--- src/hw/rtl/lrupc_pkg.sv ---
// ----------------------------------------------------------------------------
// lrupc_pkg
// Shared types and constants for the LRU replacer with pin counts.
// ----------------------------------------------------------------------------
package lrupc_pkg;

  localparam int ENTRIES   = 16;
  localparam int PIN_BITS  = 8;
  localparam int IDX_W     = $clog2(ENTRIES);
  localparam int CNT_W     = $clog2(ENTRIES + 1);
  localparam int RANK_W    = IDX_W;
  localparam int PAGE_W    = 32;
  localparam int QDEPTH    = 2;

  localparam logic [2:0] FN_TRACK  = 3'd0;
  localparam logic [2:0] FN_FORGET = 3'd1;
  localparam logic [2:0] FN_PIN    = 3'd2;
  localparam logic [2:0] FN_UNPIN  = 3'd3;
  localparam logic [2:0] FN_VICTIM = 3'd4;

  localparam logic [1:0] ST_OK      = 2'd0;
  localparam logic [1:0] ST_UNKNOWN = 2'd1;
  localparam logic [1:0] ST_FULL    = 2'd2;
  localparam logic [1:0] ST_LIMIT   = 2'd3;

  // One classified request handed from front to back.
  typedef struct packed {
    logic [2:0]        func;
    logic [PAGE_W-1:0] page;
    logic              known;
  } req_t;

endpackage

--- src/hw/rtl/lrupc_front.sv ---
// ----------------------------------------------------------------------------
// lrupc_front
// Accepts requests, classifies the operation and queues them for the engine.
// ----------------------------------------------------------------------------
module lrupc_front (
  input  logic                     clk,
  input  logic                     rst_n,
  input  logic                     in_valid,
  output logic                     in_stall,
  input  logic [2:0]               in_func,
  input  logic [lrupc_pkg::PAGE_W-1:0] in_page_id,
  output logic                     q_valid,
  input  logic                     q_pop,
  output lrupc_pkg::req_t          q_data
);
  import lrupc_pkg::*;

  localparam int QP_W = $clog2(QDEPTH);

  req_t              buf_r [QDEPTH];
  logic [QP_W-1:0]   wp_r, rp_r;
  logic [QP_W:0]     cnt_r;
  logic              push;

  assign in_stall = (cnt_r == (QP_W+1)'(QDEPTH));
  assign push     = in_valid && !in_stall;
  assign q_valid  = (cnt_r != '0);
  assign q_data   = buf_r[rp_r];

  // Store request and mark whether the code is a real operation
  always_ff @(posedge clk) begin
    if (push) begin
      buf_r[wp_r].func  <= in_func;
      buf_r[wp_r].page  <= in_page_id;
      buf_r[wp_r].known <= (in_func <= FN_VICTIM);
    end
  end

  // Advance pointers
  always_ff @(posedge clk) begin
    if (!rst_n) begin
      wp_r  <= '0;
      rp_r  <= '0;
      cnt_r <= '0;
    end else begin
      if (push) wp_r <= wp_r + 1'b1;
      if (q_pop) rp_r <= rp_r + 1'b1;
      cnt_r <= cnt_r + (QP_W+1)'(push) - (QP_W+1)'(q_pop);
    end
  end

endmodule

--- src/hw/rtl/lrupc_engine.sv ---
// ----------------------------------------------------------------------------
// lrupc_engine
// Walks the entry table one slot a cycle, then applies the update,
// registers the result word and sweeps the recency ranks.
// ----------------------------------------------------------------------------
module lrupc_engine (
  input  logic                         clk,
  input  logic                         rst_n,
  input  logic                         q_valid,
  output logic                         q_pop,
  input  lrupc_pkg::req_t              q_data,
  output logic                         out_valid,
  input  logic                         out_stall,
  output logic [lrupc_pkg::PAGE_W-1:0] out_victim_page,
  output logic                         out_victim_found,
  output logic [1:0]                   out_status
);
  import lrupc_pkg::*;

  localparam logic [1:0] S_IDLE = 2'd0;
  localparam logic [1:0] S_SCAN = 2'd1;
  localparam logic [1:0] S_APPLY = 2'd2;
  localparam logic [1:0] S_ADJ  = 2'd3;

  logic [1:0]          state_r;
  logic [IDX_W-1:0]    idx_r;
  req_t                req_r;
  logic [ENTRIES-1:0]  valid_r;
  logic [PAGE_W-1:0]   page_r [ENTRIES];
  logic [PIN_BITS-1:0] pins_r [ENTRIES];
  logic [RANK_W-1:0]   rank_r [ENTRIES];

  logic                hit_r, free_r, vf_r;
  logic [IDX_W-1:0]    hidx_r, fidx_r;
  logic [RANK_W-1:0]   hrank_r, vrank_r;
  logic [PIN_BITS-1:0] hpins_r;
  logic [PAGE_W-1:0]   vpage_r;
  logic [1:0]          adj_r;   // 0 none, 1 age all, 2 dec ranks above dropped, 3 pin move
  localparam logic [1:0] A_NONE = 2'd0, A_AGE = 2'd1, A_DROP = 2'd2, A_MOVE = 2'd3;

  logic                ov_r;
  logic [PAGE_W-1:0]   ovp_r;
  logic                ovf_r;
  logic [1:0]          ost_r;

  logic last;
  logic cur_v, cur_match, cur_cand;
  assign last      = (idx_r == IDX_W'(ENTRIES-1));
  assign cur_v     = valid_r[idx_r];
  assign cur_match = cur_v && (page_r[idx_r] == req_r.page);
  assign cur_cand  = cur_v && (pins_r[idx_r] == '0) && (!vf_r || rank_r[idx_r] > vrank_r);

  assign q_pop            = (state_r == S_IDLE) && q_valid;
  assign out_valid        = ov_r;
  assign out_victim_page  = ovp_r;
  assign out_victim_found = ovf_r;
  assign out_status       = ost_r;

  // Sequence: scan table, decide, then sweep rank updates
  always_ff @(posedge clk) begin
    if (!rst_n) begin
      state_r <= S_IDLE;
      valid_r <= '0;
      ov_r    <= 1'b0;
      idx_r   <= '0;
    end else begin
      if (ov_r && !out_stall && state_r != S_APPLY) ov_r <= 1'b0;
      case (state_r)
        S_IDLE: begin
          if (q_valid) begin
            req_r   <= q_data;
            idx_r   <= '0;
            hit_r   <= 1'b0;
            free_r  <= 1'b0;
            vf_r    <= 1'b0;
            vpage_r <= '0;
            state_r <= S_SCAN;
          end
        end
        S_SCAN: begin
          if (cur_match && !hit_r) begin
            hit_r   <= 1'b1;
            hidx_r  <= idx_r;
            hrank_r <= rank_r[idx_r];
            hpins_r <= pins_r[idx_r];
          end
          if (!cur_v && !free_r) begin
            free_r <= 1'b1;
            fidx_r <= idx_r;
          end
          if (cur_cand) begin
            vf_r    <= 1'b1;
            vrank_r <= rank_r[idx_r];
            vpage_r <= page_r[idx_r];
          end
          idx_r <= idx_r + 1'b1;
          if (last) state_r <= S_APPLY;
        end
        S_APPLY: begin
          if (!ov_r || !out_stall) begin
            ov_r  <= 1'b1;
            ovp_r <= '0;
            ovf_r <= 1'b0;
            ost_r <= ST_OK;
            adj_r <= A_NONE;
            case (req_r.known ? req_r.func : 3'd7)
              FN_TRACK: begin
                if (!hit_r) begin
                  if (!free_r) ost_r <= ST_FULL;
                  else adj_r <= A_AGE;
                end
              end
              FN_FORGET: begin
                if (!hit_r) ost_r <= ST_UNKNOWN;
                else begin
                  valid_r[hidx_r] <= 1'b0;
                  adj_r <= A_DROP;
                end
              end
              FN_PIN: begin
                if (!hit_r) ost_r <= ST_UNKNOWN;
                else if (hpins_r == {PIN_BITS{1'b1}}) ost_r <= ST_LIMIT;
                else begin
                  pins_r[hidx_r] <= hpins_r + 1'b1;
                  adj_r <= A_MOVE;
                end
              end
              FN_UNPIN: begin
                if (!hit_r) ost_r <= ST_UNKNOWN;
                else if (hpins_r == '0) ost_r <= ST_LIMIT;
                else pins_r[hidx_r] <= hpins_r - 1'b1;
              end
              FN_VICTIM: begin
                ovp_r <= vpage_r;
                ovf_r <= vf_r;
              end
              default: ;
            endcase
            idx_r   <= '0;
            state_r <= S_ADJ;
          end
        end
        S_ADJ: begin
          // One entry per cycle; new slot written last so it is not aged
          case (adj_r)
            A_AGE: begin
              if (valid_r[idx_r]) rank_r[idx_r] <= rank_r[idx_r] + 1'b1;
            end
            A_DROP: begin
              if (valid_r[idx_r] && rank_r[idx_r] > hrank_r)
                rank_r[idx_r] <= rank_r[idx_r] - 1'b1;
            end
            A_MOVE: begin
              if (idx_r == hidx_r) rank_r[idx_r] <= '0;
              else if (valid_r[idx_r] && rank_r[idx_r] < hrank_r)
                rank_r[idx_r] <= rank_r[idx_r] + 1'b1;
            end
            default: ;
          endcase
          idx_r <= idx_r + 1'b1;
          if (adj_r == A_NONE || last) begin
            if (adj_r == A_AGE) begin
              valid_r[fidx_r] <= 1'b1;
              page_r[fidx_r]  <= req_r.page;
              pins_r[fidx_r]  <= '0;
              rank_r[fidx_r]  <= '0;
            end
            state_r <= S_IDLE;
          end
        end
        default: state_r <= S_IDLE;
      endcase
    end
  end

endmodule

--- src/hw/rtl/lru_replacer_with_pin_counts.sv ---
// ----------------------------------------------------------------------------
// lru_replacer_with_pin_counts
// Top level: request queue in front of the table engine.
// ----------------------------------------------------------------------------
// Each request that changes recency ranks passes through popping the queue,
// scanning the table one slot per cycle to find the page, a free slot and the
// victim, deciding and registering the result word, then sweeping the ranks.
// A request that leaves the ranks alone skips the sweep. The result word is
// registered in the decide step, which waits while an earlier result is
// still stalled. A two-deep request queue and a registered result let both
// sides stall independently. One result is returned for every request, in
// order.
module lru_replacer_with_pin_counts (
  input  logic                         clk,
  input  logic                         rst_n,
  input  logic                         in_valid,
  output logic                         in_stall,
  input  logic [2:0]                   in_func,
  input  logic [lrupc_pkg::PAGE_W-1:0] in_page_id,
  output logic                         out_valid,
  input  logic                         out_stall,
  output logic [lrupc_pkg::PAGE_W-1:0] out_victim_page,
  output logic                         out_victim_found,
  output logic [1:0]                   out_status
);
  import lrupc_pkg::*;

  logic q_valid, q_pop;
  req_t q_data;

  lrupc_front u_front (
    .clk, .rst_n, .in_valid, .in_stall, .in_func, .in_page_id,
    .q_valid, .q_pop, .q_data
  );

  lrupc_engine u_engine (
    .clk, .rst_n, .q_valid, .q_pop, .q_data,
    .out_valid, .out_stall, .out_victim_page, .out_victim_found, .out_status
  );

endmodule
--- config.mk ---
export PLATFORM = sky130hd
export DESIGN_NAME = lru_replacer_with_pin_counts
export DESIGN_NICKNAME = d
export VERILOG_FILES = /design/src/hw/rtl/lrupc_pkg.sv /design/src/hw/rtl/lrupc_front.sv /design/src/hw/rtl/lrupc_engine.sv /design/src/hw/rtl/lru_replacer_with_pin_counts.sv
export SDC_FILE = /design/constraint.sdc
export NUM_CORES = 1
export LEC_CHECK = 0
export BUFFER_PORTS_ARGS = -buffer_cell sky130_fd_sc_hd__buf_2
export CORE_MARGIN = 1
export CORE_UTILIZATION = 60
export CTS_CLUSTER_SIZE = 20
export DETAILED_ROUTE_END_ITERATION = 16
export PLACE_DENSITY = 0.83
export SLEW_MARGIN = 20
export SYNTH_ARGS = -nofsm -noshare
export SYNTH_HDL_FRONTEND = slang
export SYNTH_SLANG_ARGS = --single-unit
--- constraint.sdc ---
create_clock -name clk -period 7.1 [get_ports clk]
set_input_delay 0 -clock clk [delete_from_list [all_inputs] [get_ports clk]]
set_output_delay 0 -clock clk [all_outputs]
set_load 0.01 [all_outputs]
# After elaboration in Yosys (flattened, before gate mapping)

Memory sizes are Yosys's and may differ from the RTL's. A register that Yosys moved wholly into a read port is not among the register bits.
Index checks and enable logic that the tools add are counted.

Bitwise logic cells: 7
Magnitude comparators: 9
Add/subtract/negate cells: 9
Mux-type cells: 103
Equal/unequal tests: 26
Reductions and logical operators: 44

Operator list:

| operator                                                                     | number |
|---|---|
| 16-bit 2-to-1 mux                                                            | 5 |
| 32-bit 2-to-1 mux                                                            | 2 |
| 32-bit case mux with 2 select lines                                          | 1 |
| 1-bit 2-to-1 mux                                                             | 55 |
| 4-bit 2-to-1 mux                                                             | 12 |
| 32-bit equality test                                                         | 1 |
| 16-bit case mux with 2 select lines                                          | 1 |
| 2-bit 2-to-1 mux                                                             | 14 |
| 2-bit by 1-bit inequality test with 1-bit output, second input constant      | 9 |
| 16-bit bitwise AND                                                           | 1 |
| 8-bit logical NOT                                                            | 2 |
| 8-bit 2-to-1 mux                                                             | 2 |
| 16-bit NOT                                                                   | 1 |
| 16-bit OR                                                                    | 1 |
| 2-bit case mux with 4 select lines                                           | 2 |
| 4-bit AND reduction                                                          | 4 |
| 4-bit by 5-bit less-than comparator with 1-bit output, second input constant | 3 |
| 3-bit AND reduction                                                          | 5 |
| 1-bit logical AND                                                            | 13 |
| 4-bit case mux with 3 select lines                                           | 1 |
| 2-bit equality test, second input constant                                   | 5 |
| 4-bit by 1-bit adder with 4-bit output, second input constant                | 2 |
| 8-bit by 1-bit adder with 8-bit output, second input constant                | 1 |
| 1-bit demux with 4-bit select                                                | 2 |
| other kinds (31)                                                             | 53 |

Register bits after elaboration: 123
Memories kept: 4
Word-level logic and storage cells: 222
RAM bits: 776
Input bits: 39

Memory list:

| memory          | words | width | rd ports | clocked after Yosys merged registers in | write ports | RTL line           | source |
|---|---|---|---|---|---|---|---|
| u_engine.page_r | 16    | 32    | 1        | 1                                       | 1           | lrupc_engine.sv:29 | `logic [PAGE_W-1:0] page_r [ENTRIES];` |
| u_engine.pins_r | 16    | 8     | 1        | 1                                       | 1           | lrupc_engine.sv:30 | `logic [PIN_BITS-1:0] pins_r [ENTRIES];` |
| u_front.buf_r   | 2     | 36    | 1        | 1                                       | 1           | lrupc_front.sv:20  | `req_t buf_r [QDEPTH];` |
| u_engine.rank_r | 16    | 4     | 1        | 1                                       | 2           | lrupc_engine.sv:31 | `logic [RANK_W-1:0] rank_r [ENTRIES];` |

# Longest topological paths before layout

Gate-level depths: netlist of run 1.

Depth after elaboration: 11
Mapped depth: 17
Mapped depth without buffers: 13

# Modules after synthesis

A second synthesis of run 1 with hierarchy kept.

Cell total of the unflattened synthesis: 2134
Area, all modules: 38141.6 um2

Modules (own cells, without submodules):

| module       | cells each | area each (um2) | instances |
|---|---|---|---|
| lrupc_engine | 1995       | 35156.2         | 1 |
| lrupc_front  | 139        | 2985.4          | 1 |

# Worst setup path before layout of run 1

No wires, ideal clock.

Path type: flip-flop to flip-flop
Start: register with a tool-made name
End: register u_engine.vf_r, enable pin
Cell stages (with the launch flop): 10
Clock period less this slack: 4.679 ns
Path buffers: 4
Path slack: 2.421 ns
Data arrival time: 4.245 ns
Cell sequence: dfxtp_1 buf_4 buf_2 buf_1 buf_1 mux4_2 mux4_2 nor4_1 nand4_1 a21oi_1

RTL lines:

| what                 | RTL line           | source |
|---|---|---|
| end signal, assigned | lrupc_engine.sv:75 | `vf_r <= 1'b0;` |
| end signal, assigned | lrupc_engine.sv:92 | `vf_r <= 1'b1;` |
| end, declared        | lrupc_engine.sv:33 | `logic hit_r, free_r, vf_r;` |

==> results of run 1 <==
sequential cells by signal, indices dropped and copies added (netlist names), 16 cells and up, named ones only:
name,count
u_front.buf_r,72
u_engine.rank_r,64
u_engine.req_r,36
u_engine.valid_r,16
u_engine.pins_r,128
u_engine.vpage_r,32
u_engine.page_r,512
u_engine.out_victim_page,32
cell type report:
class                      instances  area, um2  area share
multi-input combinational        971       9710       0.230
sequential                       939      27300       0.646
clock buffer                     111       2400      0.0569
timing repair buffer             152       1090      0.0258
inverter                          30        113     0.00267
tap                              837       1050      0.0248
clock inverter                    53        597      0.0141
worst paths after layout:
check,end,cells past startpoint
max,u_engine.vpage_r[30]$_SDFFCE_PN0P_,11
min,u_front.buf_r[0][11]$_DFFE_PP_,2
max reg2reg,u_engine.vpage_r[30]$_SDFFCE_PN0P_,11
min reg2reg,u_engine.valid_r[7]$_SDFFE_PN0P_,2
worst register-to-register path, cell delays in order, from the launching register on:
cell      delay (ps)
dfxtp_4          830
mux4_2           630
mux4_2           640
ha_1             380
nor2b_1          140
o21ai_0           80
nand2b_1          90
a21oi_1           70
o21ai_0          280
nand4_1          310
a21oi_4          720
buf_4            460
synthesized netlist by cell type, drive strengths merged, types with 6 or more instances:
library cell / count
nand2: 66
and2: 47
o31ai: 7
nand3: 9
o21ai: 34
clkbuf: 61
xnor2: 36
and3: 9
a21oi: 46
o22ai: 22
mux2: 44
ha: 26
edfxtp: 844
mux2i: 70
buf: 49
a22oi: 41
nand2b: 20
nand4: 10
dfxtp: 95
nor3: 16
a31oi: 19
nor2b: 19
xor2: 12
and4b: 8
mux4: 188
nor2: 139
a21boi: 6
inv: 28
power by group:
part           internal, mW  switching [mW]  total (mW)  leakage, nW
Clock                  2.82            2.08        4.90         1.47
Combinational         0.739           0.925        1.66         3.81
Sequential             6.48           0.383        6.87         8.35
Total                  10.0            3.39        13.4         13.6
cell usage in the layout (no fill, tap or decap), types with 17 or more instances in the layout:
cell / Yosys / final
o22ai_1: 22 / 22
nor2b_1: 19 / 19
buf_2: 17 / 75
mux2i_1: 70 / 70
nor2_4: 0 / 17
clkbuf_16: 0 / 92
xnor2_1: 36 / 36
and2_1: 47 / 46
mux4_2: 186 / 186
buf_4: 6 / 34
nand2_1: 66 / 66
a21oi_1: 46 / 45
clkinv_1: 2 / 21
mux2_2: 44 / 44
dlygate4sd3_1: 0 / 40
clkinv_2: 0 / 18
o21ai_0: 34 / 34
edfxtp_1: 844 / 844
nor2_1: 138 / 119
nand2b_1: 20 / 20
a22oi_1: 41 / 41
ha_1: 26 / 26
a31oi_1: 19 / 19
dfxtp_1: 95 / 91
inv_1: 27 / 26
cells by family (layout without fill, tap and decap cells):
logic type	count (synthesis)	in the layout	share of synthesized area
muxes	302	302	0.145
and+or+nand+nor	376	376	0.0508
AOI/OAI and AO/OA	218	218	0.0387
DFF	939	939	0.727
buffers and inverters	140	346	0.0175
xor gates and xnor gates	48	48	0.0112
adders and majority gates	27	27	0.00922
layer usage:
metal	part of all wire	global-route usage
met1	0.37	0.385
met2	0.50	0.488
met3	0.085	0.0462
met4	0.042	0.121
met5	0	0
==> impl_metrics.json, run 1 <==
{
  "cp.required_ps": 7380,
  "drt_iter0_drc": 2708,
  "post-place-ws_ps": 2130,
  "avgSynthCellArea_um2": 18.3,
  "irDropWorstVdd_uv": 254,
  "place_area_mm2": 0.0388,
  "via_count": 20609,
  "cap_violations": 0,
  "leakage_nw": 13.6,
  "die_w_um": 252,
  "htreeDepth": 3,
  "dpl.cell_count": 2888,
  "fmax_mhz": 199,
  "finClkSkew_ps": 52.8,
  "power-per-cell-area_mw_per_mm2": 318,
  "worstPathCellList": "mux4_2 -> mux4_2 -> ha_1 -> nor2b_1 -> o21ai_0 -> nand2b_1 -> a21oi_1 -> o21ai_0 -> nand4_1 -> a21oi_4 -> buf_4",
  "die_h_um": 252,
  "nets": 2250,
  "grt_pass1_vias": 20945,
  "hp-start": "in_page_id[10]",
  "setup_tns_ps": 0,
  "ctsRootBufferMaster": "clkbuf_16",
  "antenna_found_initial": 0,
  "drc": 0,
  "synth-main-ff-cell": "edfxtp_1",
  "viasPerCell": 6.66,
  "synthCells": 2050,
  "synth-seq-area-share": 0.727,
  "synth-edff-count": 844,
  "cp.arrival_ps": 5290,
  "die-area_mm2": 0.0634,
  "rsz0062_at_grt": "no",
  "hp-class": "input port to register",
  "hold_viol": 0,
  "clkTransAtPathRegs_ps": 60,
  "synth_area_leaders": "edfxtp_1 (68%), mux4_2 (11%), dfxtp_1 (5.1%)",
  "reg2reg_setup_slack_ps": 2090,
  "cts_tree": "done",
  "cp_top_family": "multiplexers",
  "cts_setup_buffers": 0,
  "synthToLayoutAreaGrowth_pct": 12.7,
  "synth_seq_cells": 939,
  "ys_types": 71,
  "cts.sinks": 939,
  "wl_per_cell_um": 29.6,
  "start_kind": "register",
  "gp_congestion": 0.897,
  "finalSetupViolations": 0,
  "period_share": 0.706,
  "start_util": 0.607,
  "firstDrtPassIters": 8,
  "port_buffers": 75,
  "crit_fanout": 35,
  "antenna_cells": 0,
  "cts_resized": 0,
  "hpwl_mm": 50.0,
  "grt_overflow": 0,
  "slowest_stage": "dfxtp_4",
  "clockBufferDepth": 3,
  "power_mw": 13.4,
  "grt_start_max_net_pins": 86,
  "fin_ws_ps": 2090,
  "synth_fp_nets": 2116,
  "rows": 91,
  "track_usage": 0.292,
  "worstMarginPinSlew_ps": 1130,
  "worst-setup-path-type": "register to register",
  "synth.cell_area_mm2": 0.0375,
  "cp_num_buf_inv": 1,
  "instances_no_fill": 3093,
  "hold_slack_ps": 74.4,
  "period_minus_slack_ps": 5010,
  "outcome": "finished clean",
  "core_area_mm2": 0.0617,
  "grt_first_pass_wirelength_mm": 134,
  "cpPeakStageDelay_ps": 830,
  "synthArstFlopShare": 0,
  "holdBufCountCts": 40,
  "final_antenna_net_count": 0,
  "finish.instance_area_mm2": 0.0422,
  "num_io_pins": 76,
  "synth_top_area_frac": 0.677,
  "drive_gt1_frac": 0.231,
  "wl_mm": 91.6,
  "slew_headroom": 0.244,
  "synth_warnings": 0,
  "clk_latency_ps": 650,
  "numCtsBuffers": 90,
  "num-fill-cells": 3739,
  "postLayoutCoreUtil": 0.684,
  "maxSlewViolCount": 0,
  "endpoint_kind": "register",
  "yosysTopAreaCell": "edfxtp_1"
}
Note: power is estimated with default switching activity, not from simulation.
==> run 2: changes to the inputs <==
--- a/config.mk
+++ b/config.mk
@@ -7,10 +7,10 @@
 export LEC_CHECK = 0
 export BUFFER_PORTS_ARGS = -buffer_cell sky130_fd_sc_hd__buf_2
 export CORE_MARGIN = 1
-export CORE_UTILIZATION = 60
+export CORE_UTILIZATION = 56
 export CTS_CLUSTER_SIZE = 20
 export DETAILED_ROUTE_END_ITERATION = 16
-export PLACE_DENSITY = 0.83
+export PLACE_DENSITY = 0.81
 export SLEW_MARGIN = 20
 export SYNTH_ARGS = -nofsm -noshare
 export SYNTH_HDL_FRONTEND = slang
==> constraint.sdc (replaced) <==
create_clock -name clk -period 4.52 [get_ports clk]
set_input_delay 0 -clock clk [delete_from_list [all_inputs] [get_ports clk]]
set_output_delay 0 -clock clk [all_outputs]
set_load 0.01 [all_outputs]
==> run 2 against run 1 <==
Against the previous run:
- the flow now finishes with violations (design-rule violations)
- via count rose by 0.33%
- sequential share of layout area fell by 0.75 points
- clock power rose by 56%
- largest power group unchanged
- register-to-register slack got worse by 1900 ps
- global-route usage fell by 1.8 points
- die area rose by 7.1%
- sequential power rose by 56%
- power rose by 57%
- maximum frequency rose by 16%
- non-clock buffer count rose by 44
- flip-flop and latch count did not move
- combinational power rose by 64%
==> impl_metrics.json, run 2 (synthesized netlist as in run 1, its figures left out) <==
{
  "outcome": "finished, violations left",
  "drc": 4,
  "die_h_um": 261,
  "fmax_mhz": 232,
  "start_util": 0.568,
  "nets": 2295,
  "r2r_cells": 12,
  "place_area_mm2": 0.0393,
  "irDropWorstVdd_uv": 425,
  "rsz0062_at_grt": "no",
  "cp_top_family": "simple AND/OR/NAND/NOR gates",
  "clkTransAtPathRegs_ps": 70,
  "hp-class": "input port to register",
  "postLayoutCoreUtil": 0.647,
  "clk_latency_ps": 670,
  "firstDrtPassIters": 11,
  "largest_register_ffs": 512,
  "setup_tns_ps": 0,
  "cp_common_cell": "buf_4",
  "cp.required_ps": 4850,
  "worstMarginPinSlew_ps": 1120,
  "cts_setup_buffers": 0,
  "top_register": "u_engine.page_r",
  "grt_overflow": 0,
  "wl_mm": 91.6,
  "maxSlewViolCount": 0,
  "reg2reg_setup_slack_ps": 200,
  "die-area_mm2": 0.0679,
  "antenna_found_initial": 0,
  "start_kind": "register",
  "final_antenna_net_count": 0,
  "worstPathCellList": "buf_4 -> buf_4 -> mux4_2 -> a22oi_1 -> nand2_1 -> xnor2_1 -> nand4_1 -> nor3_1 -> buf_4 -> nand4_1 -> nor2_1 -> buf_4",
  "rows": 94,
  "numCtsBuffers": 91,
  "layout_common_cells": "edfxtp_1 (844), mux4_2 (186), nor2_1 (120), dfxtp_1 (91), clkbuf_16 (91)",
  "hp-start": "in_page_id[9]",
  "finalSetupViolations": 0,
  "worst-setup-path-type": "register to register",
  "period_minus_slack_ps": 4320,
  "slowest_stage": "mux4_2",
  "whs_endpoint": "u_front.buf_r[0][10]$_DFFE_PP_",
  "num_io_pins": 76,
  "hpwl_mm": 50.5,
  "period_share": 0.956,
  "synthToLayoutAreaGrowth_pct": 14.0,
  "instances_no_fill": 3170,
  "htreeDepth": 3,
  "crit_fanout": 20,
  "cp.arrival_ps": 4650,
  "wl_per_cell_um": 28.9,
  "cp_num_buf_inv": 4,
  "port_buffers": 75,
  "slew_headroom": 0.252,
  "finClkSkew_ps": 38.2,
  "num-fill-cells": 4206,
  "reg2reg_to": "u_engine.hidx_r[1]$_DFFE_PP_",
  "power_mw": 21.1,
  "hold_viol": 0,
  "final_common_cell": "edfxtp_1",
  "drt_iter0_drc": 2529,
  "ctsRootBufferMaster": "clkbuf_16",
  "grt_pass1_vias": 21005,
  "die_w_um": 261,
  "gp_congestion": 0.886,
  "drive_gt1_frac": 0.245,
  "cp_num_cells": 12,
  "grt_first_pass_wirelength_mm": 135,
  "clockBufferDepth": 3,
  "cap_violations": 0,
  "power-per-cell-area_mw_per_mm2": 494,
  "antenna_cells": 0,
  "grt_start_max_net_pins": 44,
  "leakage_nw": 13.9,
  "violations": "design-rule violations",
  "track_usage": 0.274,
  "dpl.cell_count": 2959,
  "via_count": 20678,
  "viasPerCell": 6.52,
  "core_area_mm2": 0.0660,
  "cts_tree": "done",
  "cpPeakStageDelay_ps": 580,
  "cts.sinks": 939,
  "reg.largest.list": "u_engine.page_r (512), u_engine.pins_r (128), u_front.buf_r (72)",
  "finish.instance_area_mm2": 0.0427,
  "whs_path_depth": 2,
  "endpoint_kind": "register"
}
run 2: cell types whose count changed in the layout (fill, tap and decap cells not counted), moves of 2 or more:
cell / previous run / this run
clkinv_1: 21 / 16
buf_6: 0 / 2
clkinvlp_4: 0 / 2
clkbuf_8: 3 / 1
clkbuf_1: 16 / 28
buf_12: 3 / 15
buf_4: 34 / 63
clkinv_8: 1 / 3
run 2: layer usage:
layer,share of wire,routed length [um],track usage,up-vias
met5,0,0,0,-
met4,0.035,3240,0.113,0
met3,0.092,8460,0.0453,224
met2,0.50,45900,0.456,1278
met1,0.37,34000,0.361,10619
li1,-,-,-,8557
run 2: stage by stage:
step	setup slack, ps	hold WS (ps)
after floorplan	505	98.9
after global placement	99.2	187
after detailed placement	102	192
after CTS	8.25	38.3
after global routing	2.95	65.5
final	200	59.0
run 2: repair_timing:
action	CTS	global route
hold endpoints to repair	101	0
gates resized for setup	0	5
endpoints found under the setup margin	0	32
hold buffers	40	0
run 2: how the worst max path moves through the flow:
stage	start	end	slack [ps]
6_report	register	u_engine.hidx_r[1]$_DFFE_PP_	200
5_1_grt	register	u_engine.hidx_r[1]$_DFFE_PP_	3
4_1_cts	register	u_engine.hidx_r[1]$_DFFE_PP_	8
3_5_place_dp	register	u_engine.hpins_r[4]$_DFFE_PP_	100
3_3_place_gp	register	u_engine.hpins_r[7]$_DFFE_PP_	100
2_1_floorplan	register	u_engine.rank_r[8][0]$_SDFFE_PP0P_	510
run 2: cell type report:
type / count / area, um2 / area share
Clock inverter: 51 / 586 / 0.0137
Tap cell: 864 / 1080 / 0.0253
Inverter: 30 / 114 / 0.00267
Sequential cell: 939 / 27300 / 0.638
Timing Repair Buffer: 196 / 1590 / 0.0371
Clock buffer: 119 / 2380 / 0.0558
Multi-Input combinational cell: 971 / 9710 / 0.227
run 2: worst register-to-register path, delay by kind of cell, from the launching register on:
| kind | cells | cell delay [ps] |
|---|---|---|
| xor gates and xnor gates | 1 | 340 |
| AOI/OAI and AO/OA | 1 | 300 |
| buffers and inverters | 4 | 1050 |
| muxes | 1 | 610 |
| and+or+nand+nor | 5 | 1200 |
| DFF | 1 | 500 |
run 2: power by group:
part	internal [mW]	switching [mW]
clock	4.33	3.30
combinational	1.20	1.54
sequential	10.2	0.531
